**config.mk**
```make
export PLATFORM = sky130hd
export DESIGN_NAME = sorted_priority_queue_core_flat
export DESIGN_NICKNAME = d
export VERILOG_FILES = /design/src/sv/spq_pkg.sv /design/src/sv/spq_req_if.sv /design/src/sv/spq_rsp_if.sv /design/src/sv/spq_cell.sv /design/src/sv/sorted_priority_queue_core.sv /design/src/flat_wrapper.sv
export SDC_FILE = /design/constraint.sdc
export NUM_CORES = 2
export LEC_CHECK = 0
export BUFFER_PORTS_ARGS = -buffer_cell sky130_fd_sc_hd__clkbuf_2
export CAP_MARGIN = 10
export CORE_MARGIN = 2
export CORE_UTILIZATION = 58
export CTS_BUF_LIST = sky130_fd_sc_hd__clkbuf_16
export CTS_CLUSTER_SIZE = 16
export DETAILED_ROUTE_END_ITERATION = 10
export PLACE_DENSITY_LB_ADDON = 0.25
export SYNTH_ARGS = -nofsm -noshare
export SYNTH_HDL_FRONTEND = slang
export SYNTH_SLANG_ARGS = --single-unit
```
**constraint.sdc**
```tcl
create_clock -name clk -period 6.45 [get_ports clk]
set_input_delay 0.9675 -clock clk [delete_from_list [all_inputs] [get_ports clk]]
set_output_delay 0.9675 -clock clk [all_outputs]
set_load 0.02 [all_outputs]
```
**src/sv/spq_pkg.sv**
```systemverilog
// ----------------------------------------------------------------------------
// spq_pkg
// Shared types and codes of the sorted priority queue: request and response
// payloads, operation and status codes, and the cell control bundle.
// ----------------------------------------------------------------------------
`default_nettype none

package spq_pkg;

	// default number of cells
	localparam int unsigned QUEUE_DEPTH_DEF = 16;

	localparam int unsigned PRIO_W    = 16;
	localparam int unsigned PAYLOAD_W = 32;
	localparam int unsigned OCC_W     = 5;

	typedef logic signed [PRIO_W-1:0] prio_t;
	typedef logic [PAYLOAD_W-1:0]     payload_t;

	// operation codes
	typedef enum logic {
		OP_PUSH = 1'b0,
		OP_POP  = 1'b1
	} op_t;

	// status codes
	typedef enum logic [1:0] {
		ST_PUSHED     = 2'd0,
		ST_POPPED     = 2'd1,
		ST_POP_EMPTY  = 2'd2,
		ST_PUSH_FULL  = 2'd3
	} status_t;

	typedef struct packed {
		op_t      operation;
		prio_t    priority_req;
		payload_t payload;
	} req_t;

	typedef struct packed {
		status_t         status;
		payload_t        popped_payload;
		logic [OCC_W-1:0] occupancy;
	} rsp_t;

	// broadcast to every cell
	typedef struct packed {
		logic     push;
		logic     pop;
		prio_t    new_prio;
		payload_t new_payload;
	} cell_ctrl_t;

endpackage

`default_nettype wire

```
**src/sv/spq_req_if.sv**
```systemverilog
// ----------------------------------------------------------------------------
// spq_req_if
// Request channel of the sorted priority queue: valid, ready and payload.
// ----------------------------------------------------------------------------
`default_nettype none

interface spq_req_if;
	logic          valid;
	logic          ready;
	spq_pkg::req_t data;

	modport source (output valid, output data, input ready);
	modport sink   (input valid, input data, output ready);
endinterface

`default_nettype wire

```
**src/sv/spq_rsp_if.sv**
```systemverilog
// ----------------------------------------------------------------------------
// spq_rsp_if
// Response channel of the sorted priority queue: valid, ready and payload.
// ----------------------------------------------------------------------------
`default_nettype none

interface spq_rsp_if;
	logic          valid;
	logic          ready;
	spq_pkg::rsp_t data;

	modport source (output valid, output data, input ready);
	modport sink   (input valid, input data, output ready);
endinterface

`default_nettype wire

```
**src/sv/spq_cell.sv**
```systemverilog
// ----------------------------------------------------------------------------
// spq_cell
// One slot of the sorted shift register. On a push the cell keeps its entry,
// takes the new entry, or takes its left neighbor's; on a pop it takes its
// right neighbor's entry.
// ----------------------------------------------------------------------------
`default_nettype none

module spq_cell (
	input  wire logic                clk,
	input  wire spq_pkg::cell_ctrl_t ctrl,
	input  wire logic                occupied,
	input  wire logic                left_after,
	input  wire spq_pkg::prio_t      left_prio,
	input  wire spq_pkg::payload_t   left_payload,
	input  wire spq_pkg::prio_t      right_prio,
	input  wire spq_pkg::payload_t   right_payload,
	output      logic                after,
	output      spq_pkg::prio_t      prio,
	output      spq_pkg::payload_t   payload
);

	spq_pkg::prio_t    prio_q;
	spq_pkg::payload_t payload_q;

	// new entry goes behind this one when ours is not larger
	assign after   = occupied && (prio_q <= ctrl.new_prio);
	assign prio    = prio_q;
	assign payload = payload_q;

	// entry update
	always_ff @(posedge clk) begin
		if (ctrl.push) begin
			if (!after) begin
				if (left_after) begin
					prio_q    <= ctrl.new_prio;
					payload_q <= ctrl.new_payload;
				end else begin
					prio_q    <= left_prio;
					payload_q <= left_payload;
				end
			end
		end else if (ctrl.pop) begin
			prio_q    <= right_prio;
			payload_q <= right_payload;
		end
	end

endmodule

`default_nettype wire

```
**src/sv/sorted_priority_queue_core.sv**
```systemverilog
// ----------------------------------------------------------------------------
// sorted_priority_queue_core
// Bounded priority queue built as a row of cells kept in sorted order.
// ----------------------------------------------------------------------------
// The queue takes one request per clock cycle, push or pop, and returns one
// response per request in the cycle after it is accepted; the response sits
// in an output register, so a new request is taken whenever that register is
// empty or being drained in the same cycle. Every cell compares the pushed
// priority with its own entry in parallel and shifts by at most one place, so
// the cost of a request does not grow with QUEUE_DEPTH: the critical path is
// one 16-bit compare plus a two-level select per cell. The smallest priority
// leaves first, equal priorities leave in arrival order, a pop on an empty
// queue reports empty and a push into a full queue is dropped and flagged.
// ----------------------------------------------------------------------------
`default_nettype none

module sorted_priority_queue_core #(
	parameter int unsigned QUEUE_DEPTH = spq_pkg::QUEUE_DEPTH_DEF
) (
	input wire logic   clk,
	input wire logic   arst_n,
	spq_req_if.sink    req,
	spq_rsp_if.source  rsp
);

	localparam int unsigned CW = $clog2(QUEUE_DEPTH + 1);

	logic [CW-1:0]       count_q;
	logic [CW-1:0]       count_next;
	logic                rsp_valid_q;
	spq_pkg::rsp_t       rsp_q;
	spq_pkg::rsp_t       rsp_next;
	spq_pkg::cell_ctrl_t ctrl;
	logic                fire;
	logic                full;
	logic                empty;
	logic [CW+spq_pkg::OCC_W-1:0] occ_wide;

	spq_pkg::prio_t    cell_prio    [QUEUE_DEPTH];
	spq_pkg::payload_t cell_payload [QUEUE_DEPTH];
	logic              cell_after   [QUEUE_DEPTH];

	// handshake
	assign req.ready = !rsp_valid_q || rsp.ready;
	assign fire      = req.valid && req.ready;
	assign full      = (count_q == CW'(QUEUE_DEPTH));
	assign empty     = (count_q == '0);

	// cell control broadcast
	always_comb begin
		ctrl.push        = fire && (req.data.operation == spq_pkg::OP_PUSH) && !full;
		ctrl.pop         = fire && (req.data.operation == spq_pkg::OP_POP) && !empty;
		ctrl.new_prio    = req.data.priority_req;
		ctrl.new_payload = req.data.payload;
	end

	// cell row
	for (genvar i = 0; i < QUEUE_DEPTH; i++) begin : g_cell
		logic              l_after;
		spq_pkg::prio_t    l_prio;
		spq_pkg::payload_t l_payload;
		spq_pkg::prio_t    r_prio;
		spq_pkg::payload_t r_payload;

		if (i == 0) begin : g_head
			assign l_after   = 1'b1;
			assign l_prio    = '0;
			assign l_payload = '0;
		end else begin : g_mid
			assign l_after   = cell_after[i-1];
			assign l_prio    = cell_prio[i-1];
			assign l_payload = cell_payload[i-1];
		end

		if (i == QUEUE_DEPTH - 1) begin : g_tail
			assign r_prio    = '0;
			assign r_payload = '0;
		end else begin : g_body
			assign r_prio    = cell_prio[i+1];
			assign r_payload = cell_payload[i+1];
		end

		spq_cell u_cell (
			.clk           (clk),
			.ctrl          (ctrl),
			.occupied      (CW'(i) < count_q),
			.left_after    (l_after),
			.left_prio     (l_prio),
			.left_payload  (l_payload),
			.right_prio    (r_prio),
			.right_payload (r_payload),
			.after         (cell_after[i]),
			.prio          (cell_prio[i]),
			.payload       (cell_payload[i])
		);
	end

	// occupancy update
	always_comb begin
		count_next = count_q;
		if (ctrl.push) begin
			count_next = count_q + CW'(1);
		end else if (ctrl.pop) begin
			count_next = count_q - CW'(1);
		end
	end

	assign occ_wide = {{spq_pkg::OCC_W{1'b0}}, count_next};

	// response build
	always_comb begin
		rsp_next.popped_payload = '0;
		rsp_next.occupancy      = occ_wide[spq_pkg::OCC_W-1:0];
		case (req.data.operation)
			spq_pkg::OP_PUSH: begin
				rsp_next.status = full ? spq_pkg::ST_PUSH_FULL : spq_pkg::ST_PUSHED;
			end
			spq_pkg::OP_POP: begin
				if (empty) begin
					rsp_next.status = spq_pkg::ST_POP_EMPTY;
				end else begin
					rsp_next.status         = spq_pkg::ST_POPPED;
					rsp_next.popped_payload = cell_payload[0];
				end
			end
			default: begin
				rsp_next.status = spq_pkg::ST_PUSHED;
			end
		endcase
	end

	// count and response valid
	always_ff @(posedge clk or negedge arst_n) begin
		if (!arst_n) begin
			count_q     <= '0;
			rsp_valid_q <= 1'b0;
		end else begin
			count_q <= count_next;
			if (fire) begin
				rsp_valid_q <= 1'b1;
			end else if (rsp.ready) begin
				rsp_valid_q <= 1'b0;
			end
		end
	end

	// response payload
	always_ff @(posedge clk) begin
		if (fire) begin
			rsp_q <= rsp_next;
		end
	end

	assign rsp.valid = rsp_valid_q;
	assign rsp.data  = rsp_q;

	// count stays within the row
	a_count_bound: assert property (@(posedge clk) disable iff (!arst_n)
		count_q <= CW'(QUEUE_DEPTH))
		else $error("entry count above queue depth");

	// a push into a non-full queue grows it by one
	a_push_grows: assert property (@(posedge clk) disable iff (!arst_n)
		fire && req.data.operation == spq_pkg::OP_PUSH && !full
		|=> count_q == $past(count_q) + CW'(1))
		else $error("push did not add an entry");

	// head pair stays sorted
	a_head_sorted: assert property (@(posedge clk) disable iff (!arst_n)
		count_q >= CW'(2) |-> cell_prio[0] <= cell_prio[1])
		else $error("head entries out of order");

	// only a pop that removed an entry returns a payload
	a_payload_zero: assert property (@(posedge clk) disable iff (!arst_n)
		rsp_valid_q && rsp_q.status != spq_pkg::ST_POPPED |-> rsp_q.popped_payload == '0)
		else $error("payload returned without a pop");

endmodule

`default_nettype wire

```
**src/flat_wrapper.sv**
```systemverilog
// flat-port wrapper written by rule: the top's interface ports become plain ports
module sorted_priority_queue_core_flat 
#(
	parameter int unsigned QUEUE_DEPTH = spq_pkg::QUEUE_DEPTH_DEF
)
  (clk, arst_n, req_valid, req_data, req_ready, rsp_valid, rsp_data, rsp_ready);
  spq_req_if req_i ();
  spq_rsp_if rsp_i ();
  input wire logic clk;
  input wire logic arst_n;
  input wire logic [$bits(req_i.valid)-1:0] req_valid;
  input wire logic [$bits(req_i.data)-1:0] req_data;
  output wire logic [$bits(req_i.ready)-1:0] req_ready;
  output wire logic [$bits(rsp_i.valid)-1:0] rsp_valid;
  output wire logic [$bits(rsp_i.data)-1:0] rsp_data;
  input wire logic [$bits(rsp_i.ready)-1:0] rsp_ready;
  assign req_i.valid = req_valid;
  assign req_i.data = req_data;
  assign req_ready = req_i.ready;
  assign rsp_valid = rsp_i.valid;
  assign rsp_data = rsp_i.data;
  assign rsp_i.ready = rsp_ready;
  sorted_priority_queue_core #(.QUEUE_DEPTH(QUEUE_DEPTH)) u_core (.clk(clk), .arst_n(arst_n), .req(req_i), .rsp(rsp_i));
endmodule
```
Word-level counts from Yosys, hierarchy flattened
Cells that the tools add are included.
{"block": "word_totals", "reg_bits": 813, "inputBits": 53, "output_inout_bits": 41, "wordCells": 267}
{"block": "op_classes", "n_addsub": 2, "magnitude_cmp": 32, "n_eq_ne": 17, "n_mux": 133, "bitwise_logic": 1, "reduce_logical": 45}
{"operator": "32-bit two-way mux", "n": 63}
{"operator": "16-bit two-way mux", "n": 63}
{"operator": "16-bit <= comparator", "n": 16}
{"operator": "4-bit by 5-bit less-than comparator with 1-bit output (first input constant)", "n": 8}
{"operator": "2-bit inequality test (second input constant)", "n": 16}
{"operator": "2-bit AND reduction", "n": 16}
{"operator": "1-bit logical AND", "n": 21}
{"operator": "3-bit by 5-bit less-than comparator with 1-bit output (first input constant)", "n": 4}
{"operator": "1-bit by 5-bit less-than comparator with 1-bit output (first input constant)", "n": 2}
{"operator": "2-bit by 5-bit less-than comparator with 1-bit output (first input constant)", "n": 2}
{"operator": "5-bit two-way mux", "n": 2}
{"operator": "5-bit by 1-bit adder with 5-bit output (second input constant)", "n": 1}
{"operator": "5-bit equality test (second input constant)", "n": 1}
{"operator": "5-bit zero test", "n": 1}
{"operator": "5-bit by 1-bit subtractor with 5-bit output (second input constant)", "n": 1}
{"operator": "2-bit two-way mux", "n": 2}
{"operator": "2-bit one-hot mux with 2 select lines", "n": 1}
{"operator": "2-bit nonzero test", "n": 2}
{"operator": "1-bit zero test", "n": 3}
{"operator": "1-bit two-way mux", "n": 2}
{"operator": "2-bit OR reduction", "n": 1}
{"operator": "1-bit logical OR", "n": 1}
{"operator": "1-bit inverter", "n": 1}

Logic depth before layout (Yosys ltp)
{"block": "depth", "ltp_word": 7, "depth_mapped": 13, "depth_no_buf": 9}

Modules after synthesis
From an unflattened synthesis, not the netlist that was laid out.
{"block": "hier_totals", "hier_cells": 4553, "area_unflattened_um2": 48086.1}
{"mod": "spq_cell at u_core.g_cell[0].u_cell ...", "instances": 10, "cells_each": 277, "area_per_inst_um2": 2892.8, "seq_area_each_um2": 1441.4}
{"mod": "spq_cell at u_core.g_cell[4].u_cell ...", "instances": 6, "cells_each": 271, "area_per_inst_um2": 2855.2, "seq_area_each_um2": 1441.4}
{"mod": "sorted_priority_queue_core", "instances": 1, "cells_each": 157, "area_per_inst_um2": 2026.9, "seq_area_each_um2": 1321.3}

Worst setup path after synthesis
OpenSTA, ideal clock, no wires.
{"block": "synth_timing", "path_kind": "input to register", "startpoint": "input rsp_ready", "endpoint": "register u_core.g_cell[0].u_cell.payload_q[0], enable pin", "setup_time_ps": 520, "t_arrival_ps": 6603, "required_time_ps": 5930, "path_slack_ps": -673, "stages": 9, "path_buffers": 4, "cell_sequence": "nand2b_1 nand2_1 inv_1 nand2_1 clkbuf_1 clkbuf_1 clkbuf_1 clkbuf_1 o21ai_0"}
{"block": "synth_between", "elab_chain_len": 6, "elab_cells_between_ends": 9, "classes_between": "1 x eq/ne; 8 x reduce/logical"}
{"item": "start: declaration", "line_no": "flat_wrapper.sv:16", "source": "input wire logic [$bits(rsp_i.ready)-1:0] rsp_ready;"}
{"item": "1-bit logical OR *", "line_no": "sorted_priority_queue_core.sv:44", "source": "assign req.ready = !rsp_valid_q || rsp.ready;"}
{"item": "1-bit logical AND *", "line_no": "sorted_priority_queue_core.sv:45", "source": "assign fire = req.valid && req.ready;"}
{"item": "net u_core.fire", "line_no": "sorted_priority_queue_core.sv:34", "source": "logic fire;"}
{"item": "1-bit logical AND, on equally long branches (2 in series)", "line_no": "sorted_priority_queue_core.sv:51, sorted_priority_queue_core.sv:52"}
{"item": "2-bit inequality test (no source line) / 2-bit nonzero test (equally long branches)"}
{"item": "2-bit AND reduction (no source line) *"}
{"item": "end signal: assignment", "line_no": "spq_cell.sv:37", "source": "payload_q <= ctrl.new_payload;"}
{"item": "end signal: assignment", "line_no": "spq_cell.sv:40", "source": "payload_q <= left_payload;"}
{"item": "end signal: assignment", "line_no": "spq_cell.sv:45", "source": "payload_q <= right_payload;"}
{"item": "end: declaration", "line_no": "spq_cell.sv:24", "source": "spq_pkg::payload_t payload_q;"}
Mark *: on every way through the listed nets, which the timed path passes. The rest lies on a longest branch.
A chain may end at the register's enable or synchronous reset.

Worst setup path after layout
{"block": "layout_timing", "startpoint": "input req_data[37]", "endpoint": "register u_core.g_cell[1].u_cell.payload_q[30], data pin"}
{"block": "layout_between", "elab_chain_len": 5}
{"item": "start: declaration", "line_no": "flat_wrapper.sv:12", "source": "input wire logic [$bits(req_i.data)-1:0] req_data;"}
{"item": "16-bit <= comparator", "line_no": "spq_cell.sv:27", "source": "assign after = occupied && (prio_q <= ctrl.new_prio);"}
{"item": "1-bit logical AND", "line_no": "spq_cell.sv:27"}
{"item": "32-bit two-way mux", "line_no": "spq_cell.sv:35", "source": "if (left_after) begin"}
{"item": "32-bit two-way mux", "line_no": "spq_cell.sv:34", "source": "if (!after) begin"}
{"item": "32-bit two-way mux", "line_no": "spq_cell.sv:33", "source": "if (ctrl.push) begin"}
{"item": "end signal: assignment", "line_no": "spq_cell.sv:37"}
{"item": "end signal: assignment", "line_no": "spq_cell.sv:40"}
{"item": "end signal: assignment", "line_no": "spq_cell.sv:45"}
{"item": "end: declaration", "line_no": "spq_cell.sv:24"}
Every way passes these cells. The select of a mux whose other input is x is not followed.

==> flow_summary.json <==
{
  "grt_pass1_vias": 35757,
  "cts-resized-gates": 0,
  "ff2ff_setup_slack_ps": 2110,
  "syn_inst": 4534,
  "wirelength_mm": 156.3,
  "required_ps": 6840,
  "fin_crit_sh_pct": 74.72,
  "yosysSeqAreaShare_pct": 52.20,
  "die-height_microns": 287.8,
  "top_usage_layer": "met2",
  "rr_startpoint": "u_core.g_cell[8].u_cell.prio[13]$_DFFE_PP_",
  "crit_path_end_kind": "register",
  "crit_type": "in2reg",
  "drive_gt1_share_pct": 8.641,
  "cts-root-buf": "clkbuf_16",
  "first_iter_violations": 6092,
  "crit_slowest_cell": "inv_1",
  "final_net_count": 4734,
  "antenna_left": 0,
  "dp_hpwl_mm": 94.03,
  "worstPathArrival_ps": 5210,
  "synth-seq-cells": 813,
  "p_leak_nw": 19.77,
  "multi_input_area_sq_um": 20910,
  "crit_cells": 11,
  "portBuffers": 93,
  "relSlewSlack_pct": 16.35,
  "globalplace.congestion": 1.047,
  "tightest_slew_ps": 1255,
  "rsz0062_at_grt": "no",
  "postSynthAreaPerCell_sq_um": 10.30,
  "clk_latency_ps": 660,
  "worst_setup_path_start_kind": "primary input",
  "synthTopCellsByCount": "edfxtp_1 (807), nand2_1 (763), nor2_1 (568)",
  "final.setup.tns_ps": 0,
  "synthTopCellsByArea": "edfxtp_1 (52%), ha_1 (6.9%), nand2_1 (6.1%), nor2_1 (4.6%), a221o_1 (4.2%)",
  "io_pins": 94,
  "vias": 38777,
  "synth_cell_types": 64,
  "grtUsageMet1_pct": 52.12,
  "crit_fanout": 42,
  "synth_area_leader_cell": "edfxtp_1",
  "chipWidth_microns": 287.8,
  "use_met3_pct": 7.979,
  "grtUsageTotal_pct": 37.03,
  "status": "completed",
  "synth_edf_count": 807,
  "start_util_pct": 58.27,
  "globalRouteOverflowTotal": 0,
  "synth_top_area_share_pct": 51.88,
  "max_cap_violations": 0,
  "synth.most_common_cell": "edfxtp_1",
  "cpLargestDelayFamily": "compound AO/OA/AOI/OAI gates",
  "areaGrowthSynthToFinish_pct": 9.292,
  "via_per_inst": 6.981,
  "postCtsHoldBufs": 0,
  "clockBufferDepth": 3,
  "cts_max_level": 3,
  "grt_pass1_wl_mm": 229.3,
  "cts_setup_buffers": 0,
  "post_drt_wl_per_cell_microns": 28.14,
  "dr.pass1.iters": 6,
  "dieArea_sq_um": 82820,
  "core_area_sq_um": 80160,
  "max_stage_delay_ps": 680,
  "use_met2_pct": 54.96,
  "fin_cells": 5555,
  "fp-row-count": 104,
  "finalSetupViolCount": 0,
  "cts_sinks": 813,
  "antenna_found_initial": 9,
  "drc": 0,
  "grt_max_degree": 155,
  "final_hold_viol_count": 0,
  "r2r_end": "u_core.g_cell[8].u_cell.payload[30]$_DFFE_PP_",
  "cpMostUsedCell": "a21o_1",
  "crit_chain": "clkbuf_2, inv_1, ha_1, a21o_1, a21o_1, a221oi_1, o221ai_1, nand3_4, buf_4, nor2_1, a221o_1",
  "path_buf_inv": 3,
  "peakVddDrop_v": 0.0002801,
  "seqCellArea_sq_um": 24380,
  "finalClockSkew_ps": 38.82,
  "syn-cell-area_sq_um": 46710,
  "reg2reg_depth": 8,
  "syn-num-nets": 4846,
  "async_flop_share_pct": 0.7380,
  "period_minus_slack_ps": 4820,
  "path_clk_slew_ps": 60,
  "hp-class": "in2async",
  "place_inst": 5389,
  "fill_cells": 6381,
  "ys_warn_count": 0,
  "powerDensity_nw_per_um2": 360.3,
  "postPlaceCellArea_sq_um": 48140,
  "max_freq_ghz": 0.2075,
  "synth-main-ff-cell": "edfxtp_1",
  "cts_buffers": 90,
  "cts_tree": "done",
  "finalMaxSlewViolations": 0,
  "fin_util_pct": 63.69,
  "final_area_sq_um": 51050
}
## metal layers
metal | up-vias | wire length, microns
met5 | - | 13
met4 | 2 | 7053
met3 | 410 | 20330
met2 | 2795 | 68890
met1 | 18624 | 60050
li1 | 16946 | -
## flip-flops by register name, summed over array words and instances (netlist names)
| register | cells |
|---|---|
| u_core.count_q | 5 |
| u_core.g_cell.u_cell.payload | 512 |
| u_core.g_cell.u_cell.prio | 256 |
| u_core.rsp.data | 39 |
| u_core.rsp.valid | 1 |
## power by group
part	internal (W)	total, W	switching, W
logic	0.00165	0.00542	0.00377
registers	0.00711	0.00781	0.000704
clock network	0.00295	0.00516	0.00221
## kinds of logic after synthesis
group / after synthesis / synth area share (%)
xor gates and xnor gates: 4 / 0.07501
DFF: 813 / 52.20
and+or+nand+nor: 1710 / 15.29
muxes: 194 / 4.157
buffers and inverters: 449 / 3.833
adders and majority gates: 259 / 6.938
AOI/OAI and AO/OA: 1105 / 17.51
## through the flow
step | total power [W] | hold slack [ps] | setup WS [ps]
final | 0.01839 | 134.5 | 1630
after global routing | 0.01897 | 145.7 | 1622
after detailed placement | 0.01310 | 531.0 | 826.1
after floorplan | 0.01107 | 518.3 | -672.9
after CTS | 0.01821 | 122.9 | 1441
after global placement | 0.01295 | 525.7 | 806.1
## worst max-delay path by stage
stage                             from                                             to
after CTS                 req_data[45]  u_core.g_cell[2].u_cell.payload[31]$_DFFE_PP_
final                     req_data[37]  u_core.g_cell[1].u_cell.payload[30]$_DFFE_PP_
after detailed placement  req_data[45]   u_core.g_cell[2].u_cell.payload[1]$_DFFE_PP_
after global routing      req_data[37]  u_core.g_cell[1].u_cell.payload[30]$_DFFE_PP_
after floorplan              rsp_ready   u_core.g_cell[0].u_cell.payload[0]$_DFFE_PP_
after global placement    req_data[45]   u_core.g_cell[2].u_cell.payload[3]$_DFFE_PP_
## final cells by class
| type | instances | share of cell area [%] |
|---|---|---|
| Timing Repair Buffer | 168 | 2.426 |
| Multi-Input combinational cell | 3272 | 40.96 |
| Sequential cell | 813 | 47.76 |
| Tap cell | 1060 | 2.598 |
| Clock inverter | 66 | 1.056 |
| Antenna cell | 5 | 0.02451 |
| Clock buffer | 94 | 4.608 |
| Inverter | 77 | 0.5661 |
## placed cells by master (no fill, tap or decap), types with 18 or more instances in the layout
cell type	Yosys	final
clkinv_1	0	18
clkbuf_16	0	94
a21oi_1	258	256
o41ai_1	50	49
nand2_1	763	752
o21ai_0	125	119
a221o_1	194	192
nor3_1	62	60
inv_1	77	96
clkbuf_2	0	94
nor2b_1	21	21
o211ai_1	254	254
nor2_1	568	568
mux2i_1	194	194
nand4_1	46	46
and2_1	33	32
a21o_1	42	42
buf_4	6	57
o221a_2	48	48
edfxtp_1	807	807
a2111oi_0	56	56
ha_1	259	259
nand3_1	165	162
## worst reg2reg max path, delay by kind of cell (launching register included)
kind            cells  cell delay (ps)
compound gates      2             1420
simple gates        5             1640
flops               1              500
fa+ha+maj           1              350
Power figures use the tool's default switching activity.
